===== src/rtl/msq_pkg.sv =====
// Shared types, codes and helpers for the multimode sorted queue.
package msq_pkg;

    localparam int CAPACITY_DEF      = 16;
    localparam int PAYLOAD_BYTES_DEF = 8;

    localparam logic [2:0] OP_ENQ    = 3'd0;
    localparam logic [2:0] OP_DEQ    = 3'd1;
    localparam logic [2:0] OP_PEEK   = 3'd2;
    localparam logic [2:0] OP_FLUSH  = 3'd3;
    localparam logic [2:0] OP_EXPIRE = 3'd4;
    localparam logic [2:0] OP_STAT   = 3'd5;

    localparam logic [1:0] MODE_FIFO = 2'd0;
    localparam logic [1:0] MODE_PRIO = 2'd1;
    localparam logic [1:0] MODE_DEAD = 2'd2;
    localparam logic [1:0] MODE_RR   = 2'd3;

    localparam logic [1:0] REG_MODE  = 2'd0;
    localparam logic [1:0] REG_LIMIT = 2'd1;
    localparam logic [1:0] REG_MAXB  = 2'd2;

    localparam logic [2:0] STAT_ENQ   = 3'd0;
    localparam logic [2:0] STAT_DEQ   = 3'd1;
    localparam logic [2:0] STAT_DROP  = 3'd2;
    localparam logic [2:0] STAT_TMO   = 3'd3;
    localparam logic [2:0] STAT_PEAK  = 3'd4;
    localparam logic [2:0] STAT_COUNT = 3'd5;

    localparam logic [2:0] ACT_HOLD   = 3'd0;
    localparam logic [2:0] ACT_INSERT = 3'd1;
    localparam logic [2:0] ACT_SHIFT  = 3'd2;
    localparam logic [2:0] ACT_ROTATE = 3'd3;
    localparam logic [2:0] ACT_EXPIRE = 3'd4;

    typedef struct packed {
        logic [2:0]  op;
        logic [63:0] payload;
        logic [3:0]  payload_size;
        logic [31:0] prio;
        logic [63:0] due_time;
        logic [63:0] now_time;
        logic [2:0]  stat_select;
    } msq_in_t;

    typedef struct packed {
        logic        ok;
        logic [63:0] out_payload;
        logic [3:0]  out_size;
        logic [4:0]  removed_count;
        logic [31:0] stat_value;
        logic [4:0]  entry_count;
        logic        is_full;
        logic        is_empty;
    } msq_out_t;

    typedef struct packed {
        logic [63:0] payload;
        logic [3:0]  size;
        logic [31:0] prio;
        logic [63:0] deadline;
    } slot_t;

    typedef struct packed {
        logic [2:0]  action;
        logic [1:0]  mode;
        slot_t       new_ent;
        logic [63:0] now_time;
    } cell_ctl_t;

    function automatic logic [63:0] byte_mask(input logic [3:0] size);
        logic [63:0] m;
        m = '0;
        for (int b = 0; b < 8; b++)
        begin
            if (b < int'(size))
                m[b*8 +: 8] = 8'hff;
        end
        return m;
    endfunction

endpackage


===== src/rtl/msq_cell.sv =====
// One queue slot: compares locally and takes its next entry from a neighbor, the head or the new entry.
module msq_cell
    import msq_pkg::*;
#(
    parameter int IDX = 0,
    parameter int CW  = 5
)
(
    input  logic          clk,
    input  cell_ctl_t     ctl,
    input  logic [CW-1:0] count,
    input  logic          seen_in,
    output logic          seen_out,
    input  slot_t         left,
    input  slot_t         right,
    input  slot_t         right2,
    input  slot_t         head,
    output slot_t         ent
);

    slot_t ent_reg;
    slot_t ent_next;
    logic  occupied;
    logic  lower;
    logic  hit;
    logic  first;

    always_comb
    begin
        occupied = 32'(count) > IDX;
        case (ctl.mode)
            MODE_PRIO: lower = ent_reg.prio < ctl.new_ent.prio;
            MODE_DEAD: lower = ent_reg.deadline > ctl.new_ent.deadline;
            default:   lower = 1'b0;
        endcase
        if (ctl.action == ACT_EXPIRE)
            hit = occupied && (ent_reg.deadline <= ctl.now_time);
        else
            hit = occupied && lower;
        first    = hit && !seen_in;
        seen_out = seen_in || hit;

        ent_next = ent_reg;
        case (ctl.action)
            ACT_INSERT:
            begin
                // entries behind the insertion point move back one slot
                if (seen_in)
                    ent_next = left;
                else if (first || (32'(count) == IDX))
                    ent_next = ctl.new_ent;
            end
            ACT_SHIFT:
                ent_next = right;
            ACT_ROTATE:
            begin
                if (IDX + 2 < 32'(count))
                    ent_next = right2;
                else if (IDX + 2 == 32'(count))
                    ent_next = head;
            end
            ACT_EXPIRE:
            begin
                // drop the first expired entry, close the gap
                if (seen_out)
                    ent_next = right;
            end
            default:
                ent_next = ent_reg;
        endcase
    end

    always_ff @(posedge clk)
    begin
        ent_reg <= ent_next;
    end

    assign ent = ent_reg;

endmodule


===== config.mk =====
export PLATFORM = sky130hd
export DESIGN_NAME = msq_cell
export DESIGN_NICKNAME = d
export VERILOG_FILES = /design/src/rtl/msq_pkg.sv /design/src/rtl/msq_cell.sv
export SDC_FILE = /design/constraint.sdc
export NUM_CORES = 1
export LEC_CHECK = 0
export BUFFER_PORTS_ARGS = -buffer_cell sky130_fd_sc_hd__buf_2
export CORE_AREA = 4 4 411 413
export CTS_CLUSTER_SIZE = 8
export DETAILED_ROUTE_END_ITERATION = 6
export DIE_AREA = 0 0 415 417
export GPL_TIMING_DRIVEN = 0
export PLACE_DENSITY = 0.37
export SYNTH_ARGS = -nofsm -noshare
export SYNTH_HDL_FRONTEND = slang
export SYNTH_SLANG_ARGS = --single-unit
export TNS_END_PERCENT = 30

===== constraint.sdc =====
create_clock -name clk -period 15.4 [get_ports clk]
set_input_delay 0.77 -clock clk [delete_from_list [all_inputs] [get_ports clk]]
set_output_delay 0.77 -clock clk [all_outputs]
set_load 0.02 [all_outputs]

Word level (Yosys, flattened, before mapping)
Cells that the tools add are included.
Operators by class
  $lt $le $gt $ge: 5
  eq/ne operators: 10
  mux-type cells: 8
  reductions and logical operators: 9
Operator list (number)
  $mux W164: 5
  $pmux W164 S4: 1
  $gt A64 B64 Y1: 1
  $le A64 B64 Y1: 1
  $lt A32 B32 Y1: 1
  $eq A3 B2 Y1 const B: 2
  $ne A3 B3 Y1 const B: 2
  $eq A2 B5 Y1 const A: 1
  $gt A5 B1 Y1 const B: 1
  $logic_not A5 Y1: 1
  $lt A2 B5 Y1 const A: 1
  $reduce_and A4 Y1: 1
  $reduce_bool A4 Y1: 1
  $eq A3 B1 Y1 const B: 1
  $eq A3 B3 Y1 const B: 1
  $logic_and A1 B1 Y1: 3
  $eq A2 B1 Y1 const B: 1
  $eq A2 B2 Y1 const B: 1
  $logic_or A1 B1 Y1: 2
  $ne A2 B2 Y1 const B: 1
  $pmux W1 S2: 1
  $logic_not A1 Y1: 1
  $mux W1: 1
Storage, ports and cells
  register bits after elaboration: 164
  input port bits: 896
  output and inout port bits: 165
  word-level logic and storage cells: 36

Longest topological paths before layout
Gate-level depths: netlist of the first run.
  word-level depth: 9
  gate-level depth with buffers: 10
  mapped depth without buffers: 10

Worst setup path before layout of the first run
Ideal clock, no wire load.
  path kind: input to register
  from: input port ctl[31] (netlist bit)
  to: register ent_reg (netlist bit ent[0]), enable pin
  setup time: 0.757 ns
  arrival time: 10.444 ns
  data required time: 14.643 ns
  path slack: 4.199 ns
  cell stages on the path: 10
  buffers on the path: 0
  path through: inv_1 ha_1 nand3_1 or3_1 nor3_1 nand2_1 a21oi_1 or3_1 a31oi_1 o221ai_1
Between the ends
  longest elaborated chain between the ends: 7
  elaborated cells between the ends (all ways): 9
  classes of those cells: order compare (1); eq/ne (2); mux (1); reduce/logical (5)
Ends and longest elaborated chain
  start: declaration: line msq_cell.sv:10  | input cell_ctl_t ctl,
  $le A64 B64 Y1 *: line msq_cell.sv:37  | hit = occupied && (ent_reg.deadline <= ctl.now_time);
  $logic_and A1 B1 Y1 *: line msq_cell.sv:37
  $mux W1 *: line msq_cell.sv:36  | if (ctl.action == ACT_EXPIRE)
  $logic_and A1 B1 Y1: line msq_cell.sv:40  | first = hit && !seen_in;
  $logic_or A1 B1 Y1: line msq_cell.sv:50  | else if (first || (32'(count) == IDX))
  $ne A3 B3 Y1 (no source line)
  $reduce_and A4 Y1 (no source line) *
  end signal: assignment: line msq_cell.sv:75  | ent_reg <= ent_next;
  end: declaration: line msq_cell.sv:21  | slot_t ent_reg;
Mark *: on every way between the ends. The rest lies on a longest branch, timed or not.
A chain may end at the register's enable or synchronous reset.

Worst setup path in the final report of the first run
  from: register ent_reg (netlist bit ent[29])
  to: output port seen_out
Between the ends
  longest elaborated chain between the ends: 5
  elaborated cells between the ends (all ways): 7
  classes of those cells: order compare (2); mux (2); reduce/logical (3)
Ends and longest elaborated chain
  $gt A64 B64 Y1: line msq_cell.sv:33  | MODE_DEAD: lower = ent_reg.deadline > ctl.new_ent.deadline;
  $pmux W1 S2: line msq_cell.sv:31  | case (ctl.mode)
  $logic_and A1 B1 Y1: line msq_cell.sv:39  | hit = occupied && lower;
  $mux W1 *: line msq_cell.sv:36
  $logic_or A1 B1 Y1 *: line msq_cell.sv:41  | seen_out = seen_in || hit;
  end: declaration: line msq_cell.sv:13  | output logic seen_out,
Marks and branches as above.

==> results.toml, run 1 <==
[outcome]
outcome = "finished, final reports clean"

[synth]
synth.cell_area_um2 = 14800
synth_xor_area_share_pct = 0
post_synthesis_share_of_cell_area_spent_on_full_adders_half_adders_and_majority_gates_pct = 13.6
synth_top_cell_area_share_pct = 33.3
synth_cells = 1497
synth.yosys.seq_area_share_pct = 33.3
synth-async-reset-ratio_pct = 0
synth_compound_gate_area_share_pct = 15.4
postSynthAreaPerCell_um2 = 9.89
synth_edf_count = 164
yosys-top-cells-area = "edfxtp_1 33%, mux2i_1 22%, ha_1 14%, o221ai_1 9.8%, nand2_1 4.9%"
synth.ff_latch_count = 164
synthDistinctLibCells = 50
yosys-mux-area-fraction_pct = 22.2
synth_area_leader = "edfxtp_1"
most_common_flop_cell_mapped_by_yosys = "edfxtp_1"
synth-simple-area-share_pct = 8.95
mappedNetlistNets = 2554
dominant_combinational_cell_family_by_area_after_synthesis = "multiplexers"
yosysWarnings = 0

[min_path]
worst_hold_path_type = "in -> reg"
timing.hold.worst_path_depth = 3

[die]
core-area_um2 = 165000
ioPinCount = 1061
num_rows = 149
initial_core_util_pct = 8.98
fp.dieW_um = 415
dieArea_um2 = 173000
die-height_um = 417

[pwr]
clock_power_share_pct = 28.2
p_int_mw = 1.03
peak_supply_drop_mv = 0.0961
pwr_density_cell_nw_per_um2 = 72.9
switching_share_pct = 40.5
finalPower_mw = 1.73
power.switching_mw = 0.701
sequential_share_of_power_pct = 34.6
pwr-share-comb_pct = 37.2
power.static_leakage_nw = 10.8

[sta]
min_period_over_period_pct = 34.2
setup_slack_ns = 10.13
max_slew.worst_pin.slew_ns = 1.25
setup_tns_ns = 0
rsz0062_at_grt = "false"
timing_hold_violations_final = 0
maximum_clock_skew_at_final_layout_ns = 0.0318
drv_slew = 0
timing.slew.headroom_pct = 16.8
finalSetupViolCount = 0
finalWorstPathRequiredPeriod_ns = 5.27
fmax_ghz = 0.190

[global_routing]
grt_first_pass_wirelength_um = 168000
aggregate_global_route_resource_usage_pct = 14.6
vias_in_the_first_global_route = 17800
globalRouteOverflowTotal = 0
maximum_number_of_pins_on_one_net_before_global_route_repair = 23
grt_antenna_before_repair = 97

[placed_design]
placed_cells = 4754
detailed_place_hpwl_um = 117000
placed_cell_area_um2 = 23100
dpl_worst_slack_ns = 9.27
numPortBuffers = 1059
gp_congestion = 0.952

[cts]
worstSkewPairLatency_ns = 0.55
tritoncts.num_buffers = 17
h-tree-depth = 4
cts_tree = "built"
post_cts_resized = 0
clock_tree.buffer_depth = 2
cts_setup_buffers = 0
path_clk_slew_ns = 0.10
clkSinkCount = 164
post_cts_hold_buffers = 0
cts_root_buf = "clkbuf_16"

[setup_path]
critical-path-max-stage-delay_ns = 0.91
timing.critical_path.required_ns = 14.63
setup.worst_path.end_class = "output port"
timing.setup.critical_path_class = "reg -> out"
worst-endpoint-arrival_ns = 4.50
path_cells = "ha_1, nand4_1, nor4_1, nand3_1, o21ai_0, a31oi_1, or4b_1, nor2b_2, buf_2"
r2r.worst_path.cells = 12
path_max_fanout = 3
worst_path_max_delay_cell = "nor4_1"
category_of_the_worst_setup_path_launch_point = "register"

[route]
viasPerCell = 3.61
drt-wirelength-per-cell_um = 27.4
detailroute.via_count = 17400
route.detailed.drc = 0
route.antenna.remaining_nets = 0
drt_iter0_markers = 1240
detail_route.first_pass.iterations = 5
finalWirelength_um = 132000

[layout]
final_layout_size_suffix_gt1_share_pct = 43.5
post-route-cell-area_um2 = 23700
layout-area-overhead-vs-synth_pct = 60.4
largest_register_ffs = 164
nets = 3641
final_cells = 4818

[flow_run]
maxCapViolations = 0
==> final timing paths <==
path / start / slack, ns / to
worst max-delay path: ent[29]$_DFFE_PP_ / 10.13 / seen_out
worst min-delay path: right[82] / 0.50 / ent[82]$_DFFE_PP_
worst max register to register: ent[29]$_DFFE_PP_ / 10.26 / ent[105]$_DFFE_PP_
worst min register to register: ent[92]$_DFFE_PP_ / 2.01 / ent[139]$_DFFE_PP_
==> metrics by stage <==
step	utilization, %	hold slack, ns
after floorplan	-	0.964
after global placement	13.9	1.05
after detailed placement	14.0	1.06
after CTS	14.4	0.415
after global routing	14.4	0.444
final	14.4	0.503
==> layer usage <==
| metal | track usage [%] | up-vias | wire length [um] |
|---|---|---|---|
| li1 | - | 7960 | - |
| met1 | 16.8 | 8452 | 51100 |
| met2 | 26.8 | 798 | 68600 |
| met3 | 4.02 | 183 | 9270 |
| met4 | 3.12 | 18 | 2890 |
| met5 | 0 | - | 110 |
==> kinds of logic (layout without fill, tap and decap cells) <==
group	count (synthesis)	in the layout
multiplexers	328	328
buffers and inverters	253	1353
flip-flops	164	164
AND/OR/NAND/NOR	294	294
AO/OA/AOI/OAI	297	297
adder cells (fa/ha/maj)	161	161
other	0	32
==> critical path, delay by kind of cell (launching register included) <==
family	cells	cell delay, ns
AND/OR/NAND/NOR	5	2.31
AO/OA/AOI/OAI	2	0.55
flip-flops	1	0.49
adder cells (fa/ha/maj)	1	0.36
buffers and inverters	1	0.24
==> power by group through the flow <==
stage | Combinational (mW) | Clock [mW] | Sequential, mW
floorplan | 0.240 | 0 | 0.667
global placement | 0.636 | 0 | 0.640
detailed placement | 0.652 | 0 | 0.609
CTS | 0.654 | 0.527 | 0.600
global route | 0.700 | 0.538 | 0.604
finish | 0.643 | 0.489 | 0.599
==> final cells by class <==
class | count | area (um2)
antenna | 32 | 80.1
buffer | 91 | 369
clock buffer | 17 | 425
clock inverter | 15 | 165
fill | 19100 | 141000
inverter | 162 | 608
multi-input combinational | 1080 | 8920
sequential | 164 | 4920
tap | 2189 | 2740
timing repair buffer | 1068 | 5510
==> cell usage after synthesis, drive strengths merged (8+ instances only) <==
library cell  instances
o21ai                16
ha                  161
a211oi                8
nand4                28
a21oi                58
a21o                 14
edfxtp              164
mux2i               328
buf                  16
nand2               195
o221ai              165
inv                 162
clkbuf               75
nand3                21
nor2                 16
==> cells in the final DEF, fill, tap and decap left out, drive strengths merged, types with 16 or more instances in the layout <==
cell	count
clkbuf	92
diode	32
a21oi	58
o21ai	16
nor2	16
nand4	28
inv	167
edfxtp	164
nand3	21
o221ai	165
ha	161
nand2	195
mux2i	328
buf	1084
No activity file was read; power rests on OpenSTA's default activity.
==> run 2, diff against run 1 <==
==> constraint.sdc (replaced) <==
create_clock -name clk -period 4.65 [get_ports clk]
set_input_delay 0.2325 -clock clk [delete_from_list [all_inputs] [get_ports clk]]
set_output_delay 0.2325 -clock clk [all_outputs]
set_load 0.02 [all_outputs]
==> results.toml, run 2 (synthesis gave the netlist of run 1 again) <==
[setup_path]
timing.setup.critical_path_class = "reg -> reg"
r2r.worst_path.cells = 12
path_max_fanout = 23
cp_common_cell = "buf_12"
worst-endpoint-arrival_ns = 4.69
critical-path-max-stage-delay_ns = 0.63
regToRegStartpoint = "ent[30]$_DFFE_PP_"
path_cells = "ha_1, nand4_1, nor4_4, nand3_2, o21ai_0, a31oi_1, or4b_1, a31oi_1, o221ai_4, buf_12, buf_12, buf_12"
critical_path.reg2reg.endpoint = "ent[84]$_DFFE_PP_"
category_of_the_worst_setup_path_launch_point = "register"
setup.worst_path.end_class = "register"
path_buf_inv = 3
worst_path_max_delay_cell = "nor4_4"
timing.critical_path.required_ns = 4.94
rrSetupSlack_ns = 0.24
critPathTopFamily = "simple AND/OR/NAND/NOR gates"
cp.depth = 12

[sta]
rsz0062_at_grt = "false"
finalWorstPathRequiredPeriod_ns = 4.41
drv_slew = 0
max_slew.worst_pin.slew_ns = 1.17
maximum_clock_skew_at_final_layout_ns = 0.0239
min_period_over_period_pct = 94.8
timing.slew.headroom_pct = 21.9
timing_hold_violations_final = 0
setup_slack_ns = 0.244
fmax_ghz = 0.227
setup_tns_ns = 0
finalSetupViolCount = 0

[min_path]
holdPathEnd = "ent[163]$_DFFE_PP_"
timing.hold.worst_path_depth = 3
worst_hold_path_type = "in -> reg"
holdCritStartpoint = "right[163]"

[layout]
layout-area-overhead-vs-synth_pct = 69.9
layout.core_utilization_pct = 15.3
layout.cells.most_common_list = "1,075 x buf_2, 328 x mux2i_1, 195 x nand2_1"
post-route-cell-area_um2 = 25100
layout.cells.most_common = "buf_2"
largest_register_ffs = 164
nets = 3779
final_layout_size_suffix_gt1_share_pct = 41.6

[pwr]
pwr_density_cell_nw_per_um2 = 235
pwr-share-comb_pct = 37.9
switching_share_pct = 40.0
finalPower_mw = 5.91
p_int_mw = 3.54
clock_power_share_pct = 28.4
peak_supply_drop_mv = 0.320
power.static_leakage_nw = 11.4
power.switching_mw = 2.36
sequential_share_of_power_pct = 33.7

[global_routing]
vias_in_the_first_global_route = 18600
grt_first_pass_wirelength_um = 171000
globalRouteOverflowTotal = 0
grt_antenna_before_repair = 94
maximum_number_of_pins_on_one_net_before_global_route_repair = 24
aggregate_global_route_resource_usage_pct = 14.8

[die]
initial_core_util_pct = 8.98
dieArea_um2 = 173000
fp.dieW_um = 415
die-height_um = 417
num_rows = 149
core-area_um2 = 165000
ioPinCount = 1061

[cts]
path_clk_slew_ns = 0.08
clock_tree.buffer_depth = 2
clkSinkCount = 164
h-tree-depth = 4
cts_tree = "built"
worstSkewPairLatency_ns = 0.54
tritoncts.num_buffers = 17
cts_root_buf = "clkbuf_16"

[route]
viasPerCell = 3.63
finalWirelength_um = 133000
drt-wirelength-per-cell_um = 26.9
drt_iter0_markers = 1191
detail_route.first_pass.iterations = 5
route.antenna.remaining_nets = 0
detailroute.via_count = 18000
route.detailed.drc = 0

[placed_design]
detailed_place_hpwl_um = 117000
dpl_worst_slack_ns = -0.753
numPortBuffers = 1059
placed_cell_area_um2 = 23100
gp_congestion = 0.927

[flow_run]
maxCapViolations = 0

[outcome]
outcome = "finished, final reports clean"
-- run 2: cell types whose count changed in the layout (fill, tap and decap cells not counted), sizes merged --
cell | previous run | this run
bufinv | 0 | 1
diode | 32 | 25
buf | 1084 | 1087
dlygate4sd3 | 0 | 135
clkinv | 10 | 6
clkinvlp | 0 | 1
inv | 167 | 169
-- run 2: power by group through the flow --
| stage | clock network, mW | registers (mW) | logic (mW) |
|---|---|---|---|
| finish | 1.68 | 1.99 | 2.24 |
| global route | 1.83 | 2.01 | 2.43 |
| CTS | 1.80 | 2.00 | 2.28 |
| detailed placement | 0 | 2.03 | 2.14 |
| global placement | 0 | 2.06 | 2.10 |
| floorplan | 0 | 2.17 | 0.799 |
-- run 2: worst max path at each step --
stage	endpoint	slack (ns)	startpoint
finish	ent[84]$_DFFE_PP_	0.24	ent[30]$_DFFE_PP_
global route	ent[162]$_DFFE_PP_	0.04	ent[35]$_DFFE_PP_
CTS	ent[81]$_DFFE_PP_	0.12	ent[35]$_DFFE_PP_
detailed placement	ent[110]$_DFFE_PP_	-0.75	ent[30]$_DFFE_PP_
global placement	ent[110]$_DFFE_PP_	-4.54	ent[60]$_DFFE_PP_
floorplan	ent[0]$_DFFE_PP_	-0.55	ent[54]$_DFFE_PP_
-- run 2: metrics by stage --
stage	instances	hold WS, ns
2_1_floorplan	1497	0.427
3_3_place_gp	4745	0.514
3_5_place_dp	4753	0.516
4_1_cts	4924	0.00177
5_1_grt	4931	0.0223
6_report	4949	0.0593
-- run 2: timing repair --
action,CTS,global route
endpoints found under the hold margin,135,0
endpoints found under the setup margin,165,0
buffers inserted,4,0
resized for setup,5,0
hold buffers,135,0
-- run 2: final cells by class --
cell class / count / area (um2)
timing repair buffer: 1206 / 6870
multi-input combinational: 1080 / 8960
antenna: 25 / 62.6
inverter: 162 / 608
clock inverter: 15 / 184
clock buffer: 17 / 425
fill: 19000 / 140000
buffer: 91 / 370
sequential: 164 / 4920
tap: 2189 / 2740
-- run 2: routing by layer --
metal	GRT usage, %	routed length (um)	vias to the layer above
met5	0	174	-
met4	2.64	1840	26
met3	3.14	8750	159
met2	27.6	70900	824
met1	17.3	51500	8728
li1	-	-	8218
-- run 2: worst min-delay path: cells and delay by family --
kind                   cells  cell delay [ns]
AOI/OAI and AO/OA          1             0.07
buffers and inverters      1             0.11
and+or+nand+nor            1             0.06
==> run 3, diff against run 2 <==
--- a/config.mk
+++ b/config.mk
@@ -11,7 +11,7 @@
 export DETAILED_ROUTE_END_ITERATION = 6
 export DIE_AREA = 0 0 415 417
 export GPL_TIMING_DRIVEN = 0
-export PLACE_DENSITY = 0.37
+export RECOVER_POWER = 50
 export SYNTH_ARGS = -nofsm -noshare
 export SYNTH_HDL_FRONTEND = slang
 export SYNTH_SLANG_ARGS = --single-unit
==> results.toml, run 3 (synthesis gave the netlist of run 1 again) <==
[outcome]
outcome = "finished with violations"
violations = "capacitance limit, slew limit"

[die]
initial_core_util_pct = 8.98
num_rows = 149
ioPinCount = 1061
core-area_um2 = 165000
die-height_um = 417
dieArea_um2 = 173000
fp.dieW_um = 415

[layout]
layout-area-overhead-vs-synth_pct = 69.8
final_cells = 4991
final_layout_size_suffix_gt1_share_pct = 35.2
layout.cells.most_common_list = "901 x buf_2, 328 x mux2i_1, 246 x clkbuf_1"
largest_register_ffs = 164
layout.core_utilization_pct = 15.3
fillCellCount = 19000
layout.cells.most_common = "buf_2"
nets = 3791

[min_path]
holdCritStartpoint = "right[144]"
worst_hold_path_type = "in -> reg"

[setup_path]
critPathTopFamily = "simple AND/OR/NAND/NOR gates"
timing.setup.critical_path_class = "reg -> reg"
timing.critical_path.required_ns = 4.97
worst-endpoint-arrival_ns = 4.78
worstSetupStartpoint = "ent[29]$_DFFE_PP_"
category_of_the_worst_setup_path_launch_point = "register"
worst_path_max_delay_cell = "edfxtp_1"
path_cells = "ha_1, nand4_1, nor4_4, nand3_4, o21ai_0, a31oi_1, or4b_1, a31oi_1, o221ai_4, buf_16, buf_12, buf_12, buf_16"
setup.worst_path.end_class = "register"
path_max_fanout = 19
critical-path-max-stage-delay_ns = 0.58
regToRegStartpoint = "ent[29]$_DFFE_PP_"
path_buf_inv = 4

[sta]
rsz0062_at_grt = "false"
maximum_clock_skew_at_final_layout_ns = 0.0328
finalWorstPathRequiredPeriod_ns = 4.46
max_slew.worst_pin.slew_ns = 1.52
drv_slew = 11
timing.slew.headroom_pct = -1.58
finalSetupViolCount = 0
timing_hold_violations_final = 0
fmax_ghz = 0.224
min_period_over_period_pct = 95.9

[cts]
tritoncts.num_buffers = 17
clkSinkCount = 164
clock_tree.buffer_depth = 2
worstSkewPairLatency_ns = 0.56
cts_tree = "built"
h-tree-depth = 4
path_clk_slew_ns = 0.09
cts_root_buf = "clkbuf_16"

[global_routing]
globalRouteOverflowTotal = 0
vias_in_the_first_global_route = 19300
aggregate_global_route_resource_usage_pct = 17.3
grt_first_pass_wirelength_um = 195000
grt_antenna_before_repair = 135
maximum_number_of_pins_on_one_net_before_global_route_repair = 22

[placed_design]
detailed_place_hpwl_um = 138000
numPortBuffers = 1059
gp_congestion = 1.00
placed_cells = 4756

[route]
drt-wirelength-per-cell_um = 31.3
detailroute.via_count = 19200
route.detailed.drc = 0
route.antenna.remaining_nets = 0
drt_iter0_markers = 1768
detail_route.first_pass.iterations = 5
finalWirelength_um = 156000
viasPerCell = 3.84

[pwr]
pwr_density_cell_nw_per_um2 = 241
peak_supply_drop_mv = 0.346
power.static_leakage_nw = 11.0
finalPower_mw = 6.06

[flow_run]
maxCapViolations = 1
[run 3: final timing paths]
kind                             end  slack, ns  cells after the start
setup / recovery  ent[106]$_DFFE_PP_       0.19                     13
hold / removal    ent[144]$_DFFE_PP_       0.06                      3
setup reg to reg  ent[106]$_DFFE_PP_       0.19                     13
hold reg to reg   ent[150]$_DFFE_PP_       1.78                      7
[run 3: area by class of cell]
class | count | area, um2 | area share (%)
Buffer | 91 | 357 | 1.42
Antenna cell | 55 | 138 | 0.548
Clock inverter | 14 | 160 | 0.637
Multi-Input combinational cell | 1080 | 9010 | 35.8
Timing Repair Buffer | 1218 | 6770 | 27.0
Inverter | 162 | 608 | 2.42
Sequential cell | 164 | 4920 | 19.6
Tap cell | 2189 | 2740 | 10.9
Clock buffer | 18 | 429 | 1.71
[run 3: tightest hold or removal path, cell delays in order]
cell	delay, ns
buf_2	0.12
nand2_1	0.06
o221ai_1	0.06
[run 3: routing by layer]
| layer | part of all wire [%] | vias to the layer above | wire length, um | track usage [%] |
|---|---|---|---|---|
| met5 | 0.21 | - | 323 | 0 |
| met4 | 3.8 | 54 | 5870 | 6.43 |
| met3 | 9.2 | 275 | 14400 | 5.84 |
| met2 | 51 | 1145 | 79200 | 30.8 |
| met1 | 36 | 9416 | 56500 | 18.9 |
| li1 | - | 8283 | - | - |
[run 3: timing repair]
action | 4_1_cts | 5_1_grt
gates resized for setup | 8 | 1
pin swaps | 1 | 1
setup buffers | 3 | 0
hold buffers | 145 | 0
setup endpoints to repair | 165 | 16
hold endpoints to repair | 121 | 0
[run 3: power by group]
group	total [mW]	internal, mW	leakage (nW)	switching, mW
clock network	1.71	0.768	0.281	0.943
registers	2.01	1.85	1.61	0.154
logic	2.34	0.903	9.11	1.44
[run 3: through the flow]
stage	TNS, ns	setup WS (ns)	hold WS, ns	area [um2]
after floorplan	-89.95	-0.548	0.427	14800
after global placement	-832.86	-5.11	0.516	22900
after detailed placement	-127.29	-1.13	0.516	23100
after CTS	0	0.00377	0.000367	25200
after global routing	0	0.0203	0.0105	25100
final	0	0.189	0.0569	25100
